[src/rtl/ctms_pkg.sv]
// Package for the chunked tile map store: tile codes, register indexes,
// configuration and queue status types, back-end state type. No dependencies.
`default_nettype none

package ctms_pkg;

    // Tile codes
    localparam logic [2:0] TILE_EMPTY       = 3'd0;
    localparam logic [2:0] TILE_FLOOR       = 3'd1;
    localparam logic [2:0] TILE_STAIRS_UP   = 3'd2;
    localparam logic [2:0] TILE_STAIRS_DOWN = 3'd3;

    // Register indexes (byte address bits [3:2])
    localparam logic [1:0] REG_COUNT_X = 2'd0;
    localparam logic [1:0] REG_COUNT_Y = 2'd1;
    localparam logic [1:0] REG_COUNT_Z = 2'd2;

    // Reset values of the count registers
    localparam logic [2:0] RST_COUNT_X = 3'd4;
    localparam logic [2:0] RST_COUNT_Y = 3'd4;
    localparam logic [1:0] RST_COUNT_Z = 2'd2;

    typedef struct packed {
        logic [2:0] count_x;
        logic [2:0] count_y;
        logic [1:0] count_z;
    } t_cfg;

    typedef struct packed {
        logic full;
        logic empty;
    } t_fifo_stat;

    typedef enum logic [0:0] {
        BK_RUN,
        BK_FILL
    } t_back_state;

endpackage

`default_nettype wire

[src/rtl/ctms_fifo.sv]
// Two-entry request queue between the front and back ends.
// Depends on ctms_pkg for the status struct.
`default_nettype none

module ctms_fifo #(
    parameter int W = 8
) (
    input  wire logic                 i_clk,
    input  wire logic                 i_rst_n,
    input  wire logic                 i_push,
    input  wire logic [W-1:0]         i_data,
    input  wire logic                 i_pop,
    output logic [W-1:0]              o_data,
    output ctms_pkg::t_fifo_stat      o_stat
);

    logic [W-1:0] r_slot [2];
    logic         r_wp;
    logic         r_rp;
    logic [1:0]   r_cnt;
    logic [1:0]   n_cnt;

    // occupancy
    always_comb begin
        n_cnt = r_cnt;
        if (i_push && !i_pop) begin
            n_cnt = r_cnt + 2'd1;
        end else if (!i_push && i_pop) begin
            n_cnt = r_cnt - 2'd1;
        end
    end

    // pointers and count
    always_ff @(posedge i_clk) begin
        if (!i_rst_n) begin
            r_wp  <= 1'b0;
            r_rp  <= 1'b0;
            r_cnt <= 2'd0;
        end else begin
            if (i_push) r_wp <= ~r_wp;
            if (i_pop)  r_rp <= ~r_rp;
            r_cnt <= n_cnt;
        end
    end

    // payload slots
    always_ff @(posedge i_clk) begin
        if (i_push) r_slot[r_wp] <= i_data;
    end

    assign o_data       = r_slot[r_rp];
    assign o_stat.full  = (r_cnt == 2'd2);
    assign o_stat.empty = (r_cnt == 2'd0);

endmodule

`default_nettype wire

[config.mk]
export PLATFORM = sky130hd
export DESIGN_NAME = ctms_fifo
export DESIGN_NICKNAME = d
export VERILOG_FILES = /design/src/rtl/ctms_pkg.sv /design/src/rtl/ctms_fifo.sv
export SDC_FILE = /design/constraint.sdc
export NUM_CORES = 1
export LEC_CHECK = 0
export ABC_AREA = 1
export BUFFER_PORTS_ARGS = -buffer_cell sky130_fd_sc_hd__buf_2
export CAP_MARGIN = 5
export CORE_UTILIZATION = 48
export CTS_CLUSTER_SIZE = 30
export DETAILED_ROUTE_END_ITERATION = 10
export PLACE_DENSITY = 0.73
export SYNTH_ARGS = -nofsm -noshare
export SYNTH_HDL_FRONTEND = slang
export SYNTH_SLANG_ARGS = --single-unit
[constraint.sdc]
create_clock -name i_clk -period 1.55 [get_ports i_clk]
set_input_delay 0.31 -clock i_clk [delete_from_list [all_inputs] [get_ports i_clk]]
set_output_delay 0.31 -clock i_clk [all_outputs]
set_load 0.02 [all_outputs]
Word-level counts from Yosys, hierarchy flattened
Memories as Yosys holds them, arrays and structs flattened. A register that Yosys moved wholly into a read port is not among the register bits.
Index checks and enable logic that the tools add are counted.
- bits in registers: 4
- memory bits (writable): 16
- bits of input ports: 12
- output and inout port bits: 10
- memories kept: 1
- memory list (memory ; words ; bits a word ; rd ports ; clocked after memory_dff ; wr ports ; RTL line ; RTL):
    r_slot ; 2 ; 8 ; 1 ; 1 ; 1 ; ctms_fifo.sv:17 ; logic [W-1:0] r_slot [2];
- add/sub/neg operators: 2
- equality and inequality tests: 1
- multiplexer cells: 6
- bitwise logic cells: 2
- reductions and logical operators: 6
- operator list (kind ; count):
    $mux 1 ; 4
    $mux 2 ; 2
    $add 2x1->2 const B ; 1
    $eq 2x2->1 const B ; 1
    $logic_and 1x1->1 ; 2
    $logic_not 1->1 ; 2
    $logic_not 2->1 ; 1
    $not 1->1 ; 2
    $reduce_bool 2->1 ; 1
    $sub 2x1->2 const B ; 1

Logic depth before layout (Yosys ltp)
- depth after elaboration: 4
- depth in mapped cells: 8
- mapped depth without buffers: 8

Worst setup path before layout
OpenSTA, ideal clock, no wires.
- path kind: register -> output
- from: register (tool-made name)
- to: output port o_data[0]
- arrival: 0.853 ns
- path slack: 0.387 ns
- cell stages (with the launch flop): 3
- cells stage by stage: dfxtp_1 > buf_2 > mux2_2
- RTL lines (element ; RTL line ; RTL):
    end: declaration ; ctms_fifo.sv:13 ; output logic [W-1:0] o_data,

==> flow_summary_export.csv <==
group,metric,value,unit
grt,grt.total_usage,16.2,%
yosys,async_reset_ff_share,0,%
routing,first_pass_iters,4,
timing,fmax,660,MHz
setup_path,reg2reg_slack,0.53,ns
floorplanning,design.core.area,0.00154,mm2
setup_path,cp.arrival,1.20,ns
setup_path,r2r_start,"r_wp$_SDFFE_PN0P_",
pwr,total_power,0.00108,W
yosys,post_synth.cell_area_avg,13.9,um2
routing,routed-via-count,491,
timing,tightest_slew,0.356,ns
clock_tree,hold_buffers,0,
clock_tree,cts.path.max_buffers,2,
yosys,syn_nets,71,
setup_path,reg2reg_to,"r_slot[1][6]$_DFFE_PP_",
timing,setup_ws,0.0353,ns
grt,antenna_found_initial,0,
layout,layout-drive-gt1-share,43.4,%
timing,rsz0062_at_grt,"yes",
floorplanning,die_y,42.9,um
layout,multi_input_area,185,um2
layout,nFillCells,128,
grt,grt_pass1_vias,488,
yosys,synth_warnings,0,
yosys,synth_area,805,um2
timing,finalSetupViolCount,0,
setup_path,crit_chain,"mux2_2, buf_2",
yosys,synth_top_area_cell,"edfxtp_1",
floorplanning,start_util,52.2,%
job,maxCapViolCount,0,
clock_tree,cts_resized,2,
run_status,status,"finished, final reports clean",
routing,drt_iter0_drc,6,
floorplanning,row_count,14,
clock_tree,cts.sinks,21,
yosys,synthTopCellsByCount,"edfxtp_1, inv_1, mux2_2",
timing,finalCritPeriodShare,97.7,%
clock_tree,cts-root-buf,"clkbuf_4",
place,dpl_worst_slack,0.196,ns
setup_path,end_kind,"primary output",
yosys,yosysUniqueCellTypes,16,
timing,period_minus_slack,1.51,ns
pwr,irDropWorstVdd,0.555,mV
grt,grt_max_degree,12,
layout,fin_nets,97,
setup_path,slowest_stage,"dfxtp_4",
place,globalplace.congestion,0.732,
yosys,synth_top_area_share,59.7,%
pwr,power_density,1130,mW/mm2
place,dp.cells,95,
yosys,synth.most_common_cell,"edfxtp_1",
layout,final_util,62.4,%
clock_tree,postCtsSetupRepairBufs,0,
setup_path,critPathRequiredTime,1.24,ns
worst_hold_path,whs_endpoint,"r_slot[0][6]$_DFFE_PP_",
setup_path,path_class,"reg2out",
layout,num_antenna_cells,0,
setup_path,cp-start-kind,"flip-flop",
yosys,ys_seq_area_share,72.2,%
timing,slew_headroom,76.3,%
layout,final_cells,99,
place,hpwlAfterDp,892,um
layout,syn2layout_area_growth,19.6,%
layout,regArea,584,um2
clock_tree,numCtsBuffers,3,
setup_path,critPathMaxFanout,8,
pwr,total_leakage_power,0.413,nW
routing,wl,1210,um
clock_tree,cts_tree,"done",
yosys,synth_area_leaders,"edfxtp_1, dfxtp_1, mux2_2, inv_1, nor2_1",
worst_hold_path,hold_depth,1,
place,port_buffers,21,
clock_tree,ctsHtreeMaxLevel,1,
timing,drv_slew,0,
grt,gr-total-overflow,0,
clock_tree,clock_latency,0.30,ns
yosys,ys_ff_latch,21,
floorplanning,die-area,0.00184,mm2
floorplanning,die_width,42.9,um
timing,finalClockSkew,0.00468,ns
yosys,synth-edff-count,16,
timing,hold_violations,0,
routing,drc_errors,0,
routing,ant_nets,0,
worst_hold_path,hold_path.class,"in2reg",
setup_path,rr_worst_depth,2,
setup_path,slowest_delay,0.41,ns
clock_tree,clk_pin_slew_worst_paths,0.11,ns
floorplanning,ios,22,
grt,grt_pass1_wl,1970,um
yosys,ys.flop_type,"edfxtp_1",
routing,routedWlPerCell,12.2,um
worst_hold_path,hold_start,"i_data[6]",
timing,fin_tns_setup,0,ns
yosys,netlist_instances,58,
routing,via_per_inst,4.96,
## layout make-up
type	count	area share [%]
flip-flops and latches	21	60.7
multi-input cells	27	19.2
repair buffers	22	11.7
inverters	9	3.51
clock buffers	4	2.73
well taps	16	2.08
## cell families (layout without fill, tap and decap cells)
kind of cell             after synthesis  count (layout)  share of synthesized area (%)
AO/OA/AOI/OAI                          2               2                           1.24
XOR/XNOR                               1               1                           1.09
adder cells (fa/ha/maj)                1               1                           1.55
buffers and inverters                 10              35                           4.82
flip-flops                            21              21                           72.2
multiplexers                           8               8                           11.2
AND/OR/NAND/NOR                       15              15                           7.93
## state kept, by name, indices dropped and copies added, names as in the netlist, named ones only
name	cells
r_slot	16
r_rp	1
r_wp	1
r_cnt	2
## worst max path at each step
| stage | cells after the start | start | to |
|---|---|---|---|
| 2_1_floorplan | 2 | flip-flop | o_data[0] |
| 3_3_place_gp | 2 | flip-flop | o_data[2] |
| 3_5_place_dp | 2 | flip-flop | o_data[3] |
| 4_1_cts | 2 | flip-flop | o_data[2] |
| 5_1_grt | 2 | flip-flop | o_data[2] |
| 6_report | 2 | flip-flop | o_data[2] |
## power by group
part / internal (W) / switching, W
clock: 0.000100 / 0.000154
combinational: 0.0000702 / 0.0000940
sequential: 0.000644 / 0.0000214
total: 0.000814 / 0.000269
## placed cells by master (no fill, tap or decap), drive strengths merged, types with 4 or more instances in the layout
master,Yosys,final
nor2,7,7
mux2,8,8
edfxtp,16,16
dfxtp,5,5
clkbuf,0,4
buf,1,22
nand2,5,5
inv,9,9
## layer usage
metal / share of wire, % / GRT usage [%]
met2: 54 / 26.4
met5: 0 / 0
met3: 5.4 / 7.23
met1: 39 / 14.7
met4: 1.2 / 14.5
## worst max-delay path, delay by kind of cell (launching register included)
| family | cells | cell delay (ns) |
|---|---|---|
| buffers and inverters | 1 | 0.16 |
| DFF | 1 | 0.41 |
| muxes | 1 | 0.34 |
## metrics by stage
step                      area [um2]  hold slack [ns]
after floorplan                  805            0.409
after global routing             962            0.163
after detailed placement         932            0.503
after global placement           932            0.497
after CTS                        962            0.178
final                            962            0.196
No activity file was read; power rests on OpenSTA's default activity.
