`src/rtl/ctms_pkg.sv`:
```
// Package for the chunked tile map store: tile codes, register indexes,
// configuration and queue status types, back-end state type. No dependencies.
`default_nettype none

package ctms_pkg;

    // Tile codes
    localparam logic [2:0] TILE_EMPTY       = 3'd0;
    localparam logic [2:0] TILE_FLOOR       = 3'd1;
    localparam logic [2:0] TILE_STAIRS_UP   = 3'd2;
    localparam logic [2:0] TILE_STAIRS_DOWN = 3'd3;

    // Register indexes (byte address bits [3:2])
    localparam logic [1:0] REG_COUNT_X = 2'd0;
    localparam logic [1:0] REG_COUNT_Y = 2'd1;
    localparam logic [1:0] REG_COUNT_Z = 2'd2;

    // Reset values of the count registers
    localparam logic [2:0] RST_COUNT_X = 3'd4;
    localparam logic [2:0] RST_COUNT_Y = 3'd4;
    localparam logic [1:0] RST_COUNT_Z = 2'd2;

    typedef struct packed {
        logic [2:0] count_x;
        logic [2:0] count_y;
        logic [1:0] count_z;
    } t_cfg;

    typedef struct packed {
        logic full;
        logic empty;
    } t_fifo_stat;

    typedef enum logic [0:0] {
        BK_RUN,
        BK_FILL
    } t_back_state;

endpackage

`default_nettype wire

```
`src/rtl/ctms_front.sv`:
```
// Front end: configuration registers on the APB port, request accept,
// chunk key range check and address formation. Depends on ctms_pkg.
`default_nettype none

module ctms_front #(
    parameter int CHUNK_SHIFT  = 4,
    parameter int MAX_CHUNKS_X = 4,
    parameter int MAX_CHUNKS_Y = 4,
    parameter int MAX_CHUNKS_Z = 2,
    localparam int NCH = MAX_CHUNKS_X * MAX_CHUNKS_Y * MAX_CHUNKS_Z,
    localparam int CW  = (NCH > 1) ? $clog2(NCH) : 1,
    localparam int OW  = 2 * CHUNK_SHIFT,
    localparam int EW  = 2 + CW + OW + 3
) (
    input  wire logic                  i_clk,
    input  wire logic                  i_rst_n,
    // configuration port
    input  wire logic                  psel,
    input  wire logic                  penable,
    input  wire logic                  pwrite,
    input  wire logic [3:0]            paddr,
    input  wire logic [31:0]           pwdata,
    output logic [31:0]                prdata,
    output logic                       pready,
    // request
    input  wire logic                  start,
    output logic                       busy,
    input  wire logic                  i_req_type,
    input  wire logic signed [31:0]    i_abs_x,
    input  wire logic signed [31:0]    i_abs_y,
    input  wire logic signed [31:0]    i_abs_z,
    input  wire logic [2:0]            i_tile_value,
    // queue side
    input  wire ctms_pkg::t_fifo_stat  i_fifo_stat,
    output logic                       o_push,
    output logic [EW-1:0]              o_entry
);

    localparam int XW = (MAX_CHUNKS_X > 1) ? $clog2(MAX_CHUNKS_X) : 1;
    localparam int YW = (MAX_CHUNKS_Y > 1) ? $clog2(MAX_CHUNKS_Y) : 1;
    localparam int ZW = (MAX_CHUNKS_Z > 1) ? $clog2(MAX_CHUNKS_Z) : 1;
    localparam int KW = 32 - CHUNK_SHIFT;

    ctms_pkg::t_cfg r_cfg;
    logic           wr_en;

    logic [KW-1:0]  kx;
    logic [KW-1:0]  ky;
    logic [31:0]    kz;
    logic [31:0]    lim_x;
    logic [31:0]    lim_y;
    logic [31:0]    lim_z;
    logic           oor;
    logic [CW-1:0]  chunk;
    logic [OW-1:0]  offset;

    // register write
    assign wr_en  = psel && penable && pwrite && pready;
    assign pready = 1'b1;

    always_ff @(posedge i_clk) begin
        if (!i_rst_n) begin
            r_cfg.count_x <= ctms_pkg::RST_COUNT_X;
            r_cfg.count_y <= ctms_pkg::RST_COUNT_Y;
            r_cfg.count_z <= ctms_pkg::RST_COUNT_Z;
        end else if (wr_en) begin
            unique case (paddr[3:2])
                ctms_pkg::REG_COUNT_X: r_cfg.count_x <= pwdata[2:0];
                ctms_pkg::REG_COUNT_Y: r_cfg.count_y <= pwdata[2:0];
                ctms_pkg::REG_COUNT_Z: r_cfg.count_z <= pwdata[1:0];
                default: ;
            endcase
        end
    end

    // register read
    always_comb begin
        prdata = 32'd0;
        unique case (paddr[3:2])
            ctms_pkg::REG_COUNT_X: prdata = {29'd0, r_cfg.count_x};
            ctms_pkg::REG_COUNT_Y: prdata = {29'd0, r_cfg.count_y};
            ctms_pkg::REG_COUNT_Z: prdata = {30'd0, r_cfg.count_z};
            default: prdata = 32'd0;
        endcase
    end

    // chunk key and saturated limits; coordinates compare as unsigned
    always_comb begin
        kx = i_abs_x[31:CHUNK_SHIFT];
        ky = i_abs_y[31:CHUNK_SHIFT];
        kz = i_abs_z;
        lim_x = ({29'd0, r_cfg.count_x} > 32'(MAX_CHUNKS_X)) ?
                32'(MAX_CHUNKS_X) : {29'd0, r_cfg.count_x};
        lim_y = ({29'd0, r_cfg.count_y} > 32'(MAX_CHUNKS_Y)) ?
                32'(MAX_CHUNKS_Y) : {29'd0, r_cfg.count_y};
        lim_z = ({30'd0, r_cfg.count_z} > 32'(MAX_CHUNKS_Z)) ?
                32'(MAX_CHUNKS_Z) : {30'd0, r_cfg.count_z};
        oor = ({{CHUNK_SHIFT{1'b0}}, kx} >= lim_x) ||
              ({{CHUNK_SHIFT{1'b0}}, ky} >= lim_y) ||
              (kz >= lim_z);
    end

    // chunk number (z-major) and tile offset inside the chunk
    always_comb begin
        chunk = CW'(kz[ZW-1:0]) * CW'(MAX_CHUNKS_Y * MAX_CHUNKS_X)
              + CW'(ky[YW-1:0]) * CW'(MAX_CHUNKS_X)
              + CW'(kx[XW-1:0]);
        offset = {i_abs_y[CHUNK_SHIFT-1:0], i_abs_x[CHUNK_SHIFT-1:0]};
    end

    assign busy    = i_fifo_stat.full;
    assign o_push  = start && !busy;
    assign o_entry = {i_req_type, oor, chunk, offset, i_tile_value};

endmodule

`default_nettype wire

```
`config.mk`:
```
export PLATFORM = sky130hd
export DESIGN_NAME = ctms_front
export DESIGN_NICKNAME = d
export VERILOG_FILES = /design/src/rtl/ctms_pkg.sv /design/src/rtl/ctms_front.sv
export SDC_FILE = /design/constraint.sdc
export NUM_CORES = 1
export LEC_CHECK = 0
export BUFFER_PORTS_ARGS = -buffer_cell sky130_fd_sc_hd__buf_2
export CORE_AREA = 2 2 77 79
export CTS_CLUSTER_DIAMETER = 30
export DETAILED_ROUTE_END_ITERATION = 7
export DIE_AREA = 0 0 79 81
export SLEW_MARGIN = 10
export SYNTH_ARGS = -nofsm -noshare
export SYNTH_HDL_FRONTEND = slang
export SYNTH_SLANG_ARGS = --single-unit
```
`constraint.sdc`:
```
create_clock -name i_clk -period 3.3 [get_ports i_clk]
set_clock_uncertainty 0.15 [all_clocks]
set_input_delay 0.165 -clock i_clk [delete_from_list [all_inputs] [get_ports i_clk]]
set_output_delay 0.165 -clock i_clk [all_outputs]
set_load 0.05 [all_outputs]
```
-- Word level (Yosys, flattened, before mapping)
Cells that the tools add are included.
- input bits: 144
- output and inout bits: 53
- logic and storage cells: 27
- register bits: 8
- multiplexer cells: 4
- eq/ne operators: 2
- magnitude comparators: 6
- $add $sub $neg: 2
- reduce and logical (&&, ||, !) cells: 10
- operators with widths (operator ; count):
    $ge 28x3->1 ; 2
    $ge 32x2->1 ; 1
    $pmux 3 s3 ; 1
    $gt 3x3->1 const B ; 2
    $mux 3 ; 2
    $reduce_and 2->1 ; 3
    $add 5x2->5 ; 1
    $add 5x4->5 ; 1
    $logic_and 1x1->1 ; 3
    $eq 2x1->1 const B ; 1
    $eq 2x2->1 const B ; 1
    $gt 2x2->1 const B ; 1
    $logic_not 2->1 ; 1
    $logic_or 1x1->1 ; 2
    $mux 2 ; 1
    $logic_not 1->1 ; 1

-- Depth between registers and ports, before layout
- depth after elaboration: 5
- gate-level depth with buffers: 7

-- Worst setup path after synthesis
Ideal clock, no wire load.
- kind: reg2out
- from: register r_cfg[0] in the netlist's numbering
- to: output port o_entry[16]
- slack: 1.387 ns
- cell stages (with the launch flop): 8
- data required time: 2.985 ns
- arrival time: 1.598 ns
- cell sequence: dfxtp_1 nor2b_1 ha_1 nand2b_1 a2111oi_0 and4b_1 nand4_1 buf_4
- longest elaborated chain between the ends: 4
- ends and longest elaborated chain (item ; RTL line ; RTL):
    start: declaration ; ctms_front.sv:44 ; ctms_pkg::t_cfg r_cfg;
    $gt 2x2->1 ; ctms_front.sv:96 ; lim_z = ({30'd0, r_cfg.count_z} > 32'(MAX_CHUNKS_Z)) ?
    $mux 2 * ; ctms_front.sv:96 ;
    $ge 32x2->1 * ; ctms_front.sv:100 ; (kz >= lim_z);
    $logic_or 1x1->1 * ; ctms_front.sv:99 ; ({{CHUNK_SHIFT{1'b0}}, ky} >= lim_y) ||
    end: declaration ; ctms_front.sv:36 ; output logic [EW-1:0] o_entry
Mark *: on every way between the ends. The rest lies on a longest branch, timed or not.

-- Worst setup path after layout
Ends and elaborated chain as after synthesis.

==> metrics.txt <==
largest net degree at the start of global routing=9; number of library cell types mapped by synthesis=23; vias in the first global route=between 1k and 1.5k; Final TNS setup=0 ps; worst stage delay on the critical path=460 ps; nature of the critical path endpoint=output port; post-synthesis cell count=146; R2R depth=2; DP HPWL=3030 µm; CP Cell Sequence=nor2b_1, ha_1, nand2b_1, a2111oi_0, and4b_1, nand4_1, buf_2; # Post-CTS Setup Buffers=0; FF+latch count, synth=8; outcome=completed; Post-DP Area=1510 µm²; Async S/R FF share, synth=0%; Cell Area, Synth=roughly 1100 µm²; Ys Warns=0; Largest Register=r_cfg; post-DR wirelength/cell=~11 µm; Initial Util=20.0%; post-DR vias/cell=3.96; 1st-pass router iterations=4; Core Region=~5700 µm²; Worst EP required=2980 ps; crit-path max FO=3; Peak Freq=between 0.4 and 0.5 GHz; Crit Path Class=flip-flop to output port; WP buf/inv=1; hold crit path type=input port to flip-flop; clock sink count=8; final global-route overflow total=0; FF-to-FF Start=r_cfg[1]; hold slack=22.1 ps; PostCTS Resize Cnt=0; Top delay family on crit path=simple AND/OR/NAND/NOR gates; Filler Cell Count=approximately 650; top cells by count, synth=buf_4, nor4_1, nor2b_1; Post-synth top flop=dfxtp_1; most common cell in the netlist=buf_4; pwr dens=around 260 nW/µm²; root buf cell=clkbuf_8; r2r endpoint=r_cfg[1]; Slew Viols, Final=0; max reg flops=8; Routed Antenna Nets=0; first-pass GRT wire length=~4700 µm; critical path arrival=2150 ps; clk buf depth=2; crit path from=r_cfg[0]; drt total wl=around 3300 µm; top-area cell type share of the netlist area=between 30% and 40%; slowest CP cell=a2111oi_0; Top Ports=197; syn_area_per_cell=between 7 and 8 µm²; max cap viols=0; Clk Latency, worst-skew pair=~220 ps; DRT iter0 DRCs=14; CTS Buf Count=3; Final nets=roughly 400; Port Buf Inserts=110; Worst setup endpoint=o_entry[16]; Synth area leaders=buf_4, dfxtp_1, nor4_1; Clock transition at path regs=about 40 ps; hold depth=3; hold_buf cts=0; final setup fails=0; final hold vios=0; number of flops mapped to enable cells by yosys=0; H-tree levels=1; RSZ-0062 raised after global routing=no; row count=28; area of the die=~6400 µm²; Area Overhead vs Synth=36.1%; biggest regs=r_cfg: 8 flops; Tmin final=between 2000 and 2500 ps; P_leak=between 0.0008 and 0.0009 µW; die height=approximately 80 µm; WP depth=7; crit start category=flip-flop; fraction of layout cells with a size suffix above 1=around half; antenna violations before repair=1; Global Route Usage Sum=9.35%; # diodes=0; Worst VDD drop=~260 µV; fin area=approximately 1500 µm²; R2R Setup Slk=2480 ps; total number of vias=1233; register area share after synthesis=between 10 and 15%; Final Cycle Share=around 75%; Die Wd=roughly 79 µm; Yosys top cell by area=buf_4; GP Congestion=approximately 0.76; CTS tree=built; number of remaining DRC errors=0
[final cells by class]
type | instances | area [µm²] | area share, %
clock buffers | 3 | 41.3 | 2.67
inverters | 6 | 22.5 | 1.46
multi-input cells | 109 | 679 | 43.9
flip-flops and latches | 8 | 160 | 10.3
well taps | 75 | 93.8 | 6.06
repair buffers | 110 | 551 | 35.6
[metal layers]
| metal | wire length [µm] | global-route usage, % | part of all wire [%] |
|---|---|---|---|
| met4 | 36 | 1.72 | 1.1 |
| met3 | 394 | 3.44 | 12 |
| met2 | 1530 | 17.0 | 47 |
| met1 | 1310 | 10.6 | 40 |
| met5 | 13 | 0 | 0.40 |
[where the power goes]
part | leakage (µW) | internal, µW | switching, µW | total, µW
logic | 0.000756 | 57.4 | 131 | 188
registers | 0.0000647 | 98.7 | 1.16 | 99.8
clock network | 0.0000216 | 78.7 | 35.5 | 114
total | 0.000843 | 235 | 167 | 402
[through the flow]
| step | cells | total power (µW) | util (%) | setup slack [ps] |
|---|---|---|---|---|
| after detailed placement | 308 | 289 | 26.5 | 934 |
| after global placement | 308 | 289 | 26.5 | 947 |
| final | 311 | 402 | 27.3 | 832 |
| after global routing | 311 | 426 | 27.3 | 670 |
| after CTS | 311 | 407 | 27.3 | 675 |
| after floorplan | 174 | 291 | - | 1390 |
[cell usage in the layout, fill, tap and decap left out, drive strengths merged, types with 2 or more instances in the layout]
| cell | Yosys | layout |
|---|---|---|
| a21o | 2 | 2 |
| mux2i | 9 | 9 |
| nand4 | 5 | 5 |
| buf | 51 | 110 |
| conb | 2 | 30 |
| nand2 | 8 | 8 |
| nor4 | 20 | 20 |
| clkbuf | 0 | 3 |
| nor2b | 10 | 10 |
| o21ai | 2 | 2 |
| o211ai | 2 | 2 |
| dfxtp | 8 | 8 |
| inv | 6 | 6 |
| nor2 | 3 | 3 |
| ha | 8 | 8 |
| nand2b | 3 | 3 |
[cells by family (layout without fill, tap and decap cells)]
group | after synthesis | count (layout) | share of synthesized area (%)
adder cells (fa/ha/maj) | 8 | 8 | 8.80
flip-flops | 8 | 8 | 14.1
AO/OA/AOI/OAI | 8 | 8 | 4.95
buffers and inverters | 57 | 119 | 35.4
other | 2 | 30 | 0.660
AND/OR/NAND/NOR | 54 | 54 | 28.2
multiplexers | 9 | 9 | 7.92
[worst min-delay path by stage]
stage            endpoint        from  slack (ps)
6_report         r_cfg[4]   pwdata[2]          20
5_1_grt          r_cfg[4]     i_rst_n          30
4_1_cts          r_cfg[4]     i_rst_n          20
3_5_place_dp   o_entry[7]  i_abs_y[0]         180
3_3_place_gp   o_entry[7]  i_abs_y[0]         180
2_1_floorplan    r_cfg[4]     i_rst_n          80
[tightest hold or removal path: stages]
cell and delay (ps):
buf_2 90, mux2i_1 60, nand2_1 50
(Power assumes the default switching activity.)
